**config.mk**
```make
export PLATFORM = sky130hd
export DESIGN_NAME = fifo_queue_min_extract_core
export DESIGN_NICKNAME = d
export VERILOG_FILES = /design/src/rtl/fqme_pkg.sv /design/src/rtl/fifo_queue_min_extract_core.sv
export SDC_FILE = /design/constraint.sdc
export NUM_CORES = 1
export LEC_CHECK = 0
export ABC_AREA = 1
export BUFFER_PORTS_ARGS = -buffer_cell sky130_fd_sc_hd__buf_4
export CAP_MARGIN = 20
export CORE_UTILIZATION = 30
export CTS_CLUSTER_DIAMETER = 200
export DETAILED_ROUTE_END_ITERATION = 10
export PLACE_DENSITY_LB_ADDON = 0.08
export SLEW_MARGIN = 30
export SYNTH_ARGS = -nofsm -noshare
export SYNTH_HDL_FRONTEND = slang
export SYNTH_SLANG_ARGS = --single-unit
export TNS_END_PERCENT = 10
```
**constraint.sdc**
```tcl
create_clock -name clk -period 3.6 [get_ports clk]
set_clock_uncertainty 0.2 [all_clocks]
set_input_delay 0.36 -clock clk [delete_from_list [all_inputs] [get_ports clk]]
set_output_delay 0.36 -clock clk [all_outputs]
set_load 0.01 [all_outputs]
```
**src/rtl/fqme_pkg.sv**
```systemverilog
// Package for the job queue with minimum extraction.
// Holds the beat types, command, status and policy codes, and the stored job type.
// No dependencies.
package fqme_pkg;

    // Command codes carried by an input beat.
    localparam logic [1:0] CMD_ENQUEUE = 2'd0;
    localparam logic [1:0] CMD_DEQUEUE = 2'd1;
    localparam logic [1:0] CMD_CLEAR   = 2'd2;

    // Status codes carried by an output beat.
    localparam logic [1:0] STATUS_OK    = 2'd0;
    localparam logic [1:0] STATUS_EMPTY = 2'd1;
    localparam logic [1:0] STATUS_FULL  = 2'd2;

    // Dequeue policy codes; the unused code behaves as oldest first.
    localparam logic [1:0] POLICY_OLDEST   = 2'd0;
    localparam logic [1:0] POLICY_DURATION = 2'd1;
    localparam logic [1:0] POLICY_PRIORITY = 2'd2;

    // One stored job, 40 bits.
    typedef struct packed {
        logic [15:0] id;
        logic [15:0] dur;
        logic [7:0]  prio;
    } job_t;

    // Input beat.
    typedef struct packed {
        logic [1:0]  cmd;
        logic [15:0] item_id;
        logic [15:0] duration;
        logic [7:0]  priority_req;
    } in_beat_t;

    // Output beat.
    typedef struct packed {
        logic [1:0]  status;
        logic [15:0] out_id;
        logic [15:0] out_duration;
        logic [7:0]  out_priority;
        logic [4:0]  entries_left;
        logic        now_empty;
    } out_beat_t;

endpackage

```
**src/rtl/fifo_queue_min_extract_core.sv**
```systemverilog
// Top level of the job queue with minimum extraction.
// Holds the entry memory, the scan and close-up sequencer and the output register.
// Depends on fqme_pkg.

// A command beat is taken only while the sequencer is idle, and one output beat follows
// every command. Enqueue, clear and the unused command go from the idle state straight
// to the finish state. A dequeue sweeps the stored entries through the single read port
// of the entry memory in the scan state to find the chosen one. It then sweeps the
// entries behind it in the shift state to close the gap. The finish state hands the
// result to the output register once that is free and returns to idle for the next
// command. The output register lets the next command enter while a finished result
// still waits to be taken.
// The entry memory needs no clearing after reset; only entries below the count are read.
module fifo_queue_min_extract_core
    import fqme_pkg::*;
#(
    parameter int CAPACITY = 16
)
(
    input  logic      clk,
    input  logic      rst_n,
    input  logic      in_valid,
    output logic      in_stall,
    input  in_beat_t  in_beat,
    output logic      out_valid,
    input  logic      out_stall,
    output out_beat_t out_beat,
    input  logic      cfg_valid,
    output logic      cfg_ready,
    input  logic [1:0] cfg_data
);

    localparam int IDX_W = $clog2(CAPACITY);
    localparam int CNT_W = $clog2(CAPACITY + 1);

    typedef enum logic [1:0] {
        ST_IDLE,
        ST_SCAN,
        ST_SHIFT,
        ST_FINISH
    } state_t;

    state_t            state_reg, state_next;
    logic [CNT_W-1:0]  count_reg, count_next;
    logic [1:0]        policy_reg;
    logic [CNT_W-1:0]  ptr_reg, ptr_next;
    logic              rvalid_reg, rvalid_next;
    logic [IDX_W-1:0]  ridx_reg, ridx_next;
    logic [15:0]       best_key_reg, best_key_next;
    logic [IDX_W-1:0]  best_idx_reg, best_idx_next;
    job_t              best_job_reg, best_job_next;
    out_beat_t         res_reg, res_next;
    logic              out_valid_reg, out_valid_next;
    out_beat_t         out_beat_reg, out_beat_next;

    job_t              mem [CAPACITY];
    job_t              rd_data_reg;
    logic [IDX_W-1:0]  mem_raddr;
    logic              mem_we;
    logic [IDX_W-1:0]  mem_waddr;
    job_t              mem_wdata;

    logic              in_fire;
    logic [15:0]       rd_key;

    // Sort key of a job under the given policy; oldest first uses a constant key.
    function automatic logic [15:0] key_of(job_t j, logic [1:0] pol);
        logic [15:0] k;
        k = '0;
        case (pol)
            POLICY_DURATION: k = j.dur;
            POLICY_PRIORITY: k = {8'd0, j.prio};
            default:         k = '0;
        endcase
        return k;
    endfunction

    // Builds one output beat from a status, a job and the count after the command.
    function automatic out_beat_t make_res(logic [1:0] st, job_t j, logic [CNT_W-1:0] cnt);
        out_beat_t r;
        r.status       = st;
        r.out_id       = j.id;
        r.out_duration = j.dur;
        r.out_priority = j.prio;
        r.entries_left = 5'(cnt);
        r.now_empty    = (cnt == '0);
        return r;
    endfunction

    assign in_stall  = (state_reg != ST_IDLE);
    assign in_fire   = in_valid && !in_stall;
    assign cfg_ready = 1'b1;
    assign out_valid = out_valid_reg;
    assign out_beat  = out_beat_reg;
    assign rd_key    = key_of(rd_data_reg, policy_reg);
    assign mem_raddr = ptr_reg[IDX_W-1:0];

    // Configuration register.
    always_ff @(posedge clk or negedge rst_n)
    begin
        if (!rst_n)
        begin
            policy_reg <= POLICY_OLDEST;
        end
        else if (cfg_valid && cfg_ready)
        begin
            policy_reg <= cfg_data;
        end
    end

    // Entry memory: one write port, one registered read port.
    always_ff @(posedge clk)
    begin
        if (mem_we)
        begin
            mem[mem_waddr] <= mem_wdata;
        end
        rd_data_reg <= mem[mem_raddr];
    end

    // Sequencer next-state logic.
    always_comb
    begin
        state_next     = state_reg;
        count_next     = count_reg;
        ptr_next       = ptr_reg;
        rvalid_next    = 1'b0;
        ridx_next      = ridx_reg;
        best_key_next  = best_key_reg;
        best_idx_next  = best_idx_reg;
        best_job_next  = best_job_reg;
        res_next       = res_reg;
        out_valid_next = out_valid_reg && out_stall;
        out_beat_next  = out_beat_reg;
        mem_we         = 1'b0;
        mem_waddr      = count_reg[IDX_W-1:0];
        mem_wdata      = '{id: in_beat.item_id, dur: in_beat.duration,
                           prio: in_beat.priority_req};

        unique case (state_reg)
            ST_IDLE:
            begin
                if (in_fire)
                begin
                    state_next = ST_FINISH;
                    unique case (in_beat.cmd)
                        CMD_ENQUEUE:
                        begin
                            if (count_reg == CNT_W'(CAPACITY))
                            begin
                                res_next = make_res(STATUS_FULL, '0, count_reg);
                            end
                            else
                            begin
                                mem_we     = 1'b1;
                                count_next = count_reg + 1'b1;
                                res_next   = make_res(STATUS_OK, '0, count_next);
                            end
                        end
                        CMD_DEQUEUE:
                        begin
                            if (count_reg == '0)
                            begin
                                res_next = make_res(STATUS_EMPTY, '0, count_reg);
                            end
                            else
                            begin
                                state_next = ST_SCAN;
                                ptr_next   = '0;
                            end
                        end
                        CMD_CLEAR:
                        begin
                            count_next = '0;
                            res_next   = make_res(STATUS_OK, '0, '0);
                        end
                        default:
                        begin
                            res_next = make_res(STATUS_OK, '0, count_reg);
                        end
                    endcase
                end
            end

            ST_SCAN:
            begin
                // Issue the next read while entries remain.
                if (ptr_reg < count_reg)
                begin
                    ptr_next    = ptr_reg + 1'b1;
                    rvalid_next = 1'b1;
                    ridx_next   = ptr_reg[IDX_W-1:0];
                end
                // Compare the entry that returned; the earliest wins a tie.
                if (rvalid_reg)
                begin
                    if (ridx_reg == '0 || rd_key < best_key_reg)
                    begin
                        best_key_next = rd_key;
                        best_idx_next = ridx_reg;
                        best_job_next = rd_data_reg;
                    end
                end
                else if (ptr_reg >= count_reg)
                begin
                    state_next  = ST_SHIFT;
                    ptr_next    = CNT_W'(best_idx_reg) + 1'b1;
                    rvalid_next = 1'b0;
                end
            end

            ST_SHIFT:
            begin
                // Move each entry behind the removed one down by one place.
                if (ptr_reg < count_reg)
                begin
                    ptr_next    = ptr_reg + 1'b1;
                    rvalid_next = 1'b1;
                    ridx_next   = ptr_reg[IDX_W-1:0];
                end
                if (rvalid_reg)
                begin
                    mem_we    = 1'b1;
                    mem_waddr = ridx_reg - 1'b1;
                    mem_wdata = rd_data_reg;
                end
                else if (ptr_reg >= count_reg)
                begin
                    state_next  = ST_FINISH;
                    rvalid_next = 1'b0;
                    count_next  = count_reg - 1'b1;
                    res_next    = make_res(STATUS_OK, best_job_reg, count_next);
                end
            end

            ST_FINISH:
            begin
                // Hand the result to the output register once it is free.
                if (!out_valid_reg || !out_stall)
                begin
                    out_valid_next = 1'b1;
                    out_beat_next  = res_reg;
                    state_next     = ST_IDLE;
                end
            end

            default:
            begin
                state_next = ST_IDLE;
            end
        endcase
    end

    // State and registered outputs.
    always_ff @(posedge clk or negedge rst_n)
    begin
        if (!rst_n)
        begin
            state_reg     <= ST_IDLE;
            count_reg     <= '0;
            ptr_reg       <= '0;
            rvalid_reg    <= 1'b0;
            ridx_reg      <= '0;
            best_key_reg  <= '0;
            best_idx_reg  <= '0;
            best_job_reg  <= '0;
            res_reg       <= '0;
            out_valid_reg <= 1'b0;
            out_beat_reg  <= '0;
        end
        else
        begin
            state_reg     <= state_next;
            count_reg     <= count_next;
            ptr_reg       <= ptr_next;
            rvalid_reg    <= rvalid_next;
            ridx_reg      <= ridx_next;
            best_key_reg  <= best_key_next;
            best_idx_reg  <= best_idx_next;
            best_job_reg  <= best_job_next;
            res_reg       <= res_next;
            out_valid_reg <= out_valid_next;
            out_beat_reg  <= out_beat_next;
        end
    end

`ifndef SYNTHESIS
    // The stored count never exceeds the capacity.
    a_count_bound: assert property (@(posedge clk) disable iff (!rst_n)
        count_reg <= CNT_W'(CAPACITY))
        else $error("entry count above capacity");

    // Close-up writes stay inside the stored entries.
    a_shift_write_range: assert property (@(posedge clk) disable iff (!rst_n)
        (state_reg == ST_SHIFT && mem_we) |-> (CNT_W'(mem_waddr) < count_reg))
        else $error("close-up write outside stored entries");

    // Only one command is in work at a time.
    a_one_in_work: assert property (@(posedge clk) disable iff (!rst_n)
        in_fire |=> in_stall)
        else $error("command accepted while another is in work");

    // A dequeue on an empty queue returns zero job fields.
    a_empty_zero: assert property (@(posedge clk) disable iff (!rst_n)
        (out_valid && out_beat.status == STATUS_EMPTY) |->
            (out_beat.out_id == '0 && out_beat.out_duration == '0
             && out_beat.out_priority == '0))
        else $error("empty dequeue carries job data");

    // A dequeue that succeeds leaves one entry fewer.
    a_dequeue_count: assert property (@(posedge clk) disable iff (!rst_n)
        (state_reg == ST_SHIFT && state_next == ST_FINISH) |=>
            (count_reg == $past(count_reg) - 1'b1))
        else $error("dequeue did not remove exactly one entry");
`endif

endmodule
```
* After elaboration in Yosys (flattened, before gate mapping) *
Memory sizes are Yosys's and may differ from the RTL's. A register that Yosys moved wholly into a read port is not among the register bits.
Index checks and enable logic that the tools add are counted.

storage, ports and cells
  bits in registers = 176
  RAM bits = 640
  input port bits = 49
  output and inout port bits = 51
  logic and storage cells = 123
  memories = 1

operators by class
  add/subtract/negate cells = 5
  order comparisons = 3
  eq/ne operators = 19
  multiplexer cells = 47
  reductions and logical operators = 24

memories
  name  words  width  rd ports  clocked after Yosys merged registers in  wr ports  RTL line                           source
  mem   16     40     1         1                                        1         fifo_queue_min_extract_core.sv:56  job_t mem [CAPACITY];

operators with widths
  operator             number
  $mux 48              5
  $pmux 48 s3          1
  $pmux 48 s2          1
  $mux 40              2
  $mux 5               10
  $pmux 16 s2          1
  $pmux 5 s2           2
  $lt 16x16->1         1
  $mux 2               8
  $logic_not 5->1      3
  $pmux 5 s3           1
  $ne 2x2->1 const B   7
  $mux 1               12
  $reduce_and 6->1     2
  $add 5x1->5 const B  2
  $eq 2x2->1 const B   4
  $mux 4               2
  $pmux 2 s4           1
  $eq 2x1->1 const B   3
  $ne 3x3->1 const B   2
  $add 4x1->5 const B  1
  $eq 5x5->1 const B   1
  $ge 5x5->1           1
  $lt 5x5->1           1
  17 further kinds     24

* Depth between registers and ports, before layout *
  word-level depth = 7
  mapped depth = 20
  depth with buffers taken out = 18

* Least setup slack after synthesis *
No wires, ideal clock.

  path type = reg2reg
  start point = register count_reg[0]
  end point = memory mem[0][0] (netlist bit) (enable)
  setup time = 437 ps
  data arrival time = 3122 ps
  data required time = 2963 ps
  path slack = -159 ps
  cell stages (with the launch flop) = 10
  path buffers = 0
  clock period less this slack = 3759 ps
  path through = dfrtp_1 > inv_1 > ha_1 > nand2_1 > nor2_1 > inv_2 > nand2_1 > o21ai_1 > nand3_1 > nor2_1

on the way
  word-level cells in the longest chain between the ends = 7
  elaborated cells between the ends (all ways) = 9
  those cells by class = 1 x eq/ne; 8 x mux

ends and longest elaborated chain
  what                          RTL line                            source
  start, declared               fifo_queue_min_extract_core.sv:44   logic [CNT_W-1:0] count_reg, count_next;
  start signal, assigned        fifo_queue_min_extract_core.sv:274  count_reg <= count_next;
  $eq 5x5->1                    fifo_queue_min_extract_core.sv:149  if (count_reg == CNT_W'(CAPACITY))
  $mux 1                        fifo_queue_min_extract_core.sv:149
  $mux 1                        fifo_queue_min_extract_core.sv:146  unique case (in_beat.cmd)
  $mux 1                        fifo_queue_min_extract_core.sv:143  if (in_fire)
  $pmux 1 s2                    fifo_queue_min_extract_core.sv:140  unique case (state_reg)
  $mux 1                        fifo_queue_min_extract_core.sv:114  if (mem_we)
  $mux 1 (not written as such)  fifo_queue_min_extract_core.sv:116  mem[mem_waddr] <= mem_wdata;
  end, declared                 fifo_queue_min_extract_core.sv:56

Parallel ways exist; a longest one is shown, timed or not.

* Final worst setup path *
  start point = register policy_reg[1]
  end point = register best_job_reg[16] (netlist bit)

on the way
  word-level cells in the longest chain between the ends = 5
  elaborated cells between the ends (all ways) = 6
  those cells by class = 1 x order compare; 2 x eq/ne; 1 x mux; 2 x reduce/logical

ends and longest elaborated chain
  what                                             RTL line                            source
  start, declared                                  fifo_queue_min_extract_core.sv:45   logic [1:0] policy_reg;
  start signal, assigned                           fifo_queue_min_extract_core.sv:107  policy_reg <= cfg_data;
  $eq 2x2->1 / $eq 2x1->1 (equally long branches)  fifo_queue_min_extract_core.sv:70   case (pol)
  $pmux 16 s2 *                                    fifo_queue_min_extract_core.sv:70
  via rd_key[7]                                    fifo_queue_min_extract_core.sv:64   logic [15:0] rd_key;
  $lt 16x16->1 *                                   fifo_queue_min_extract_core.sv:197  if (ridx_reg == '0 || rd_key < best_key_reg)
  $logic_or 1x1->1 *                               fifo_queue_min_extract_core.sv:197
  $reduce_and 3->1 (no line) *                     --
  end signal, assigned                             fifo_queue_min_extract_core.sv:280  best_job_reg <= best_job_next;
  end, declared                                    fifo_queue_min_extract_core.sv:51   job_t best_job_reg, best_job_next;

Mark *: on every way through the listed nets, which the timed path passes. The rest lies on a longest branch.
A chain may end at the register's enable or synchronous reset.

==> results.json <==
{
  "status": "completed",
  "period_share_pct": 91.4,
  "drt-total-wl_um": 104000,
  "total_power_mw": 30.6,
  "hp-class": "in -> reg",
  "insertion_delay_ns": 0.67,
  "synthTopCellsByCount": "640 x edfxtp_1, 485 x nand2_1, 383 x o21ai_0",
  "portBuffers": 98,
  "r2r_cells": 16,
  "grt_antenna_before_repair": 6,
  "die_w_um": 340,
  "clkSinkCount": 856,
  "grt_pass1_vias": 22700,
  "pwr-share-seq_pct": 42.9,
  "power_switching_mw": 10.3,
  "hold_depth": 4,
  "leakage_nw": 14.8,
  "dp_hpwl_um": 57700,
  "avgSynthCellArea_um2": 11.8,
  "synth_edf_count": 640,
  "cellPowerDensity_nw_per_um2": 755,
  "hp-start": "in_beat[40]",
  "regArea_um2": 24400,
  "fillers": 11100,
  "core_area_um2": 113000,
  "drc": 0,
  "final_hold_viol_count": 0,
  "htree_levels": 3,
  "slew_headroom_pct": 36.0,
  "die_area_um2": 116000,
  "place_congestion": 0.771,
  "yosysWarnings": 0,
  "ys_types": 41,
  "async_reset_ff_share_pct": 20.6,
  "crit_fanout": 35,
  "crit_path_end_kind": "flop",
  "grt_max_degree": 164,
  "synthTopCellsByArea": "edfxtp_1 56%, dfrtp_1 13%, o21ai_0 5.6%",
  "tightest_slew_ns": 0.960,
  "setup_viol": 0,
  "r2r-end": "best_job_reg[16]",
  "ios": 100,
  "synth-seq-cells": 856,
  "p_clk_share_pct": 31.6,
  "clk_path_buf_depth": 3,
  "fmax_mhz": 304,
  "crit_path_start_kind": "flop",
  "cts_tree": "built",
  "worstSetupPathType": "reg -> reg",
  "first_pass_iters": 5,
  "drt_iter0_drc": 1602,
  "internal_power_mw": 20.2,
  "min_period_ns": 3.29,
  "area_growth_syn_to_layout_pct": 18.0,
  "cts_setup_buffers": 0,
  "routedWlPerCell_um": 22.5,
  "start_util_pct": 30.4,
  "via_per_inst": 4.95,
  "synth_top_area_cell": "edfxtp_1",
  "drive_above_1_share_pct": 12.1,
  "grt_pass1_wl_um": 154000,
  "worst_ep_arrival_time_ns": 3.68,
  "multi_input_area_um2": 8690,
  "yosys.area.top_type_share_pct": 56.1,
  "drv_slew": 0,
  "ys.flop_type": "edfxtp_1",
  "vdd_drop_max_mv": 0.372,
  "min_to": "res_reg[46]",
  "design_area_um2": 40500,
  "drtAntennaViolNets": 0,
  "grt_usage_pct": 17.9,
  "vias": 22800,
  "nets": 3107,
  "largest_reg_flops": 640,
  "combinationalPowerShare_pct": 25.5,
  "cts_root_buf": "clkbuf_16",
  "synth-seq-area-share_pct": 71.3,
  "synth_area_um2": 34300,
  "rsz0062_at_grt": "false",
  "drv_cap": 0,
  "diodes": 0,
  "post_dp_cell_area_um2": 37300,
  "die_h_um": 340,
  "cts_buffers": 97,
  "r2r-start": "policy_reg[1]",
  "clkTransAtPathRegs_ns": 0.06,
  "netlist_instances": 2914,
  "yosysMostFrequentCell": "edfxtp_1",
  "overflow": 0,
  "cp.required_ns": 3.99,
  "rows": 123,
  "p_sw_share_pct": 33.8,
  "ff2ff_setup_slack_ns": 0.31,
  "synthesis.nets": 3002
}
==> placed cells by master (no fill, tap or decap), types with 2 or more instances in the layout <==
| cell | n |
|---|---|
| nor2_4 | 18 |
| edfxtp_1 | 640 |
| o221ai_1 | 67 |
| dfrtp_1 | 173 |
| o21ai_1 | 57 |
| buf_12 | 32 |
| nor3_1 | 4 |
| inv_16 | 2 |
| o21ai_0 | 383 |
| clkinv_2 | 18 |
| clkbuf_1 | 21 |
| dfrtp_4 | 2 |
| inv_2 | 13 |
| bufinv_16 | 5 |
| a21oi_1 | 18 |
| nand2_1 | 483 |
| xor2_1 | 9 |
| ha_1 | 38 |
| inv_1 | 107 |
| a31oi_1 | 4 |
| clkinv_1 | 22 |
| clkbuf_16 | 102 |
| nor2_1 | 344 |
| o22ai_1 | 96 |
| clkbuf_8 | 9 |
| o211ai_1 | 16 |
| xnor2_1 | 2 |
| nand2_2 | 3 |
| dfxtp_1 | 40 |
| mux2_2 | 3 |
| nand3_2 | 3 |
| nand3_1 | 185 |
| buf_4 | 152 |
| nand3b_1 | 2 |
| dlygate4sd3_1 | 6 |
| nand4_1 | 4 |
==> stage by stage <==
| stage | instances | setup TNS, ns | setup WS, ns | hold WS [ns] | util [%] |
|---|---|---|---|---|---|
| final | 4601 | 0 | 0.310 | 0.113 | 35.9 |
| after global placement | 4414 | 0 | 0.282 | 0.258 | 33.0 |
| after detailed placement | 4414 | 0 | 0.152 | 0.260 | 33.0 |
| after floorplan | 2914 | -101.98 | -0.159 | -0.136 | - |
| after global routing | 4601 | 0 | 0.0292 | 0.126 | 35.9 |
| after CTS | 4601 | 0 | 0.133 | 0.0542 | 35.9 |
==> routing by layer <==
layer	part of all wire, %	global-route usage, %	up-vias
met5	0	0	-
met4	1.5	4.12	0
met3	5.2	2.86	107
met2	46	28.6	514
met1	47	25.5	11500
li1	-	-	10600
==> power by group through the flow <==
stage	sequential (mW)	clock (mW)	combinational, mW
6_report	13.1	9.66	7.78
5_1_grt	13.2	10.3	8.79
4_1_cts	13.1	9.98	7.94
3_5_place_dp	13.3	0	7.91
3_3_place_gp	13.3	0	7.84
2_1_floorplan	12.9	0	5.08
==> final cells by class <==
cell class	instances	share of cell area [%]
sequential	856	60.4
clock buffer	131	6.78
clock inverter	50	0.977
inverter	122	1.16
multi-input combinational	1751	21.5
tap	1500	4.64
timing repair buffer	191	4.59
==> worst max path at each step <==
| stage | startpoint | end |
|---|---|---|
| final | policy_reg[1] | best_job_reg[16] |
| after global routing | policy_reg[1] | best_key_reg[10] |
| after CTS | policy_reg[1] | best_job_reg[11] |
| after detailed placement | policy_reg[1] | best_job_reg[11] |
| after global placement | policy_reg[1] | best_key_reg[1] |
| after floorplan | count_reg[0] | mem[0][0] |
==> timing repair <==
item | in CTS | in global routing
hold buffers | 6 | 0
hold endpoints to repair | 100 | 0
setup endpoints to repair | 0 | 60
resized for setup | 0 | 1
==> kinds of logic (layout without fill, tap and decap cells) <==
logic type	Yosys count	count (layout)	share of synthesized area [%]
buf+inv	307	494	3.82
compound gates	646	646	10.7
mux	3	3	0.0986
simple gates	1051	1051	12.4
fa+ha+maj	39	39	1.42
other cells	1	1	0.0109
xor+xnor	11	11	0.281
flops	856	856	71.3
==> worst max-delay path: stages, from the launching register on <==
cell and delay [ns]:
dfrtp_1 0.38, inv_1 0.08, ha_1 0.28, buf_4 0.22, nand2_1 0.06, a21oi_1 0.23
ha_1 0.29, nand2_1 0.09, nor2_1 0.05, a211oi_1 0.17, nand2_1 0.10, nand2_1 0.07
nand2_1 0.08, nand2_4 0.26, buf_4 0.41, nand3_1 0.15, nand2_1 0.10
(Power assumes the default switching activity.)
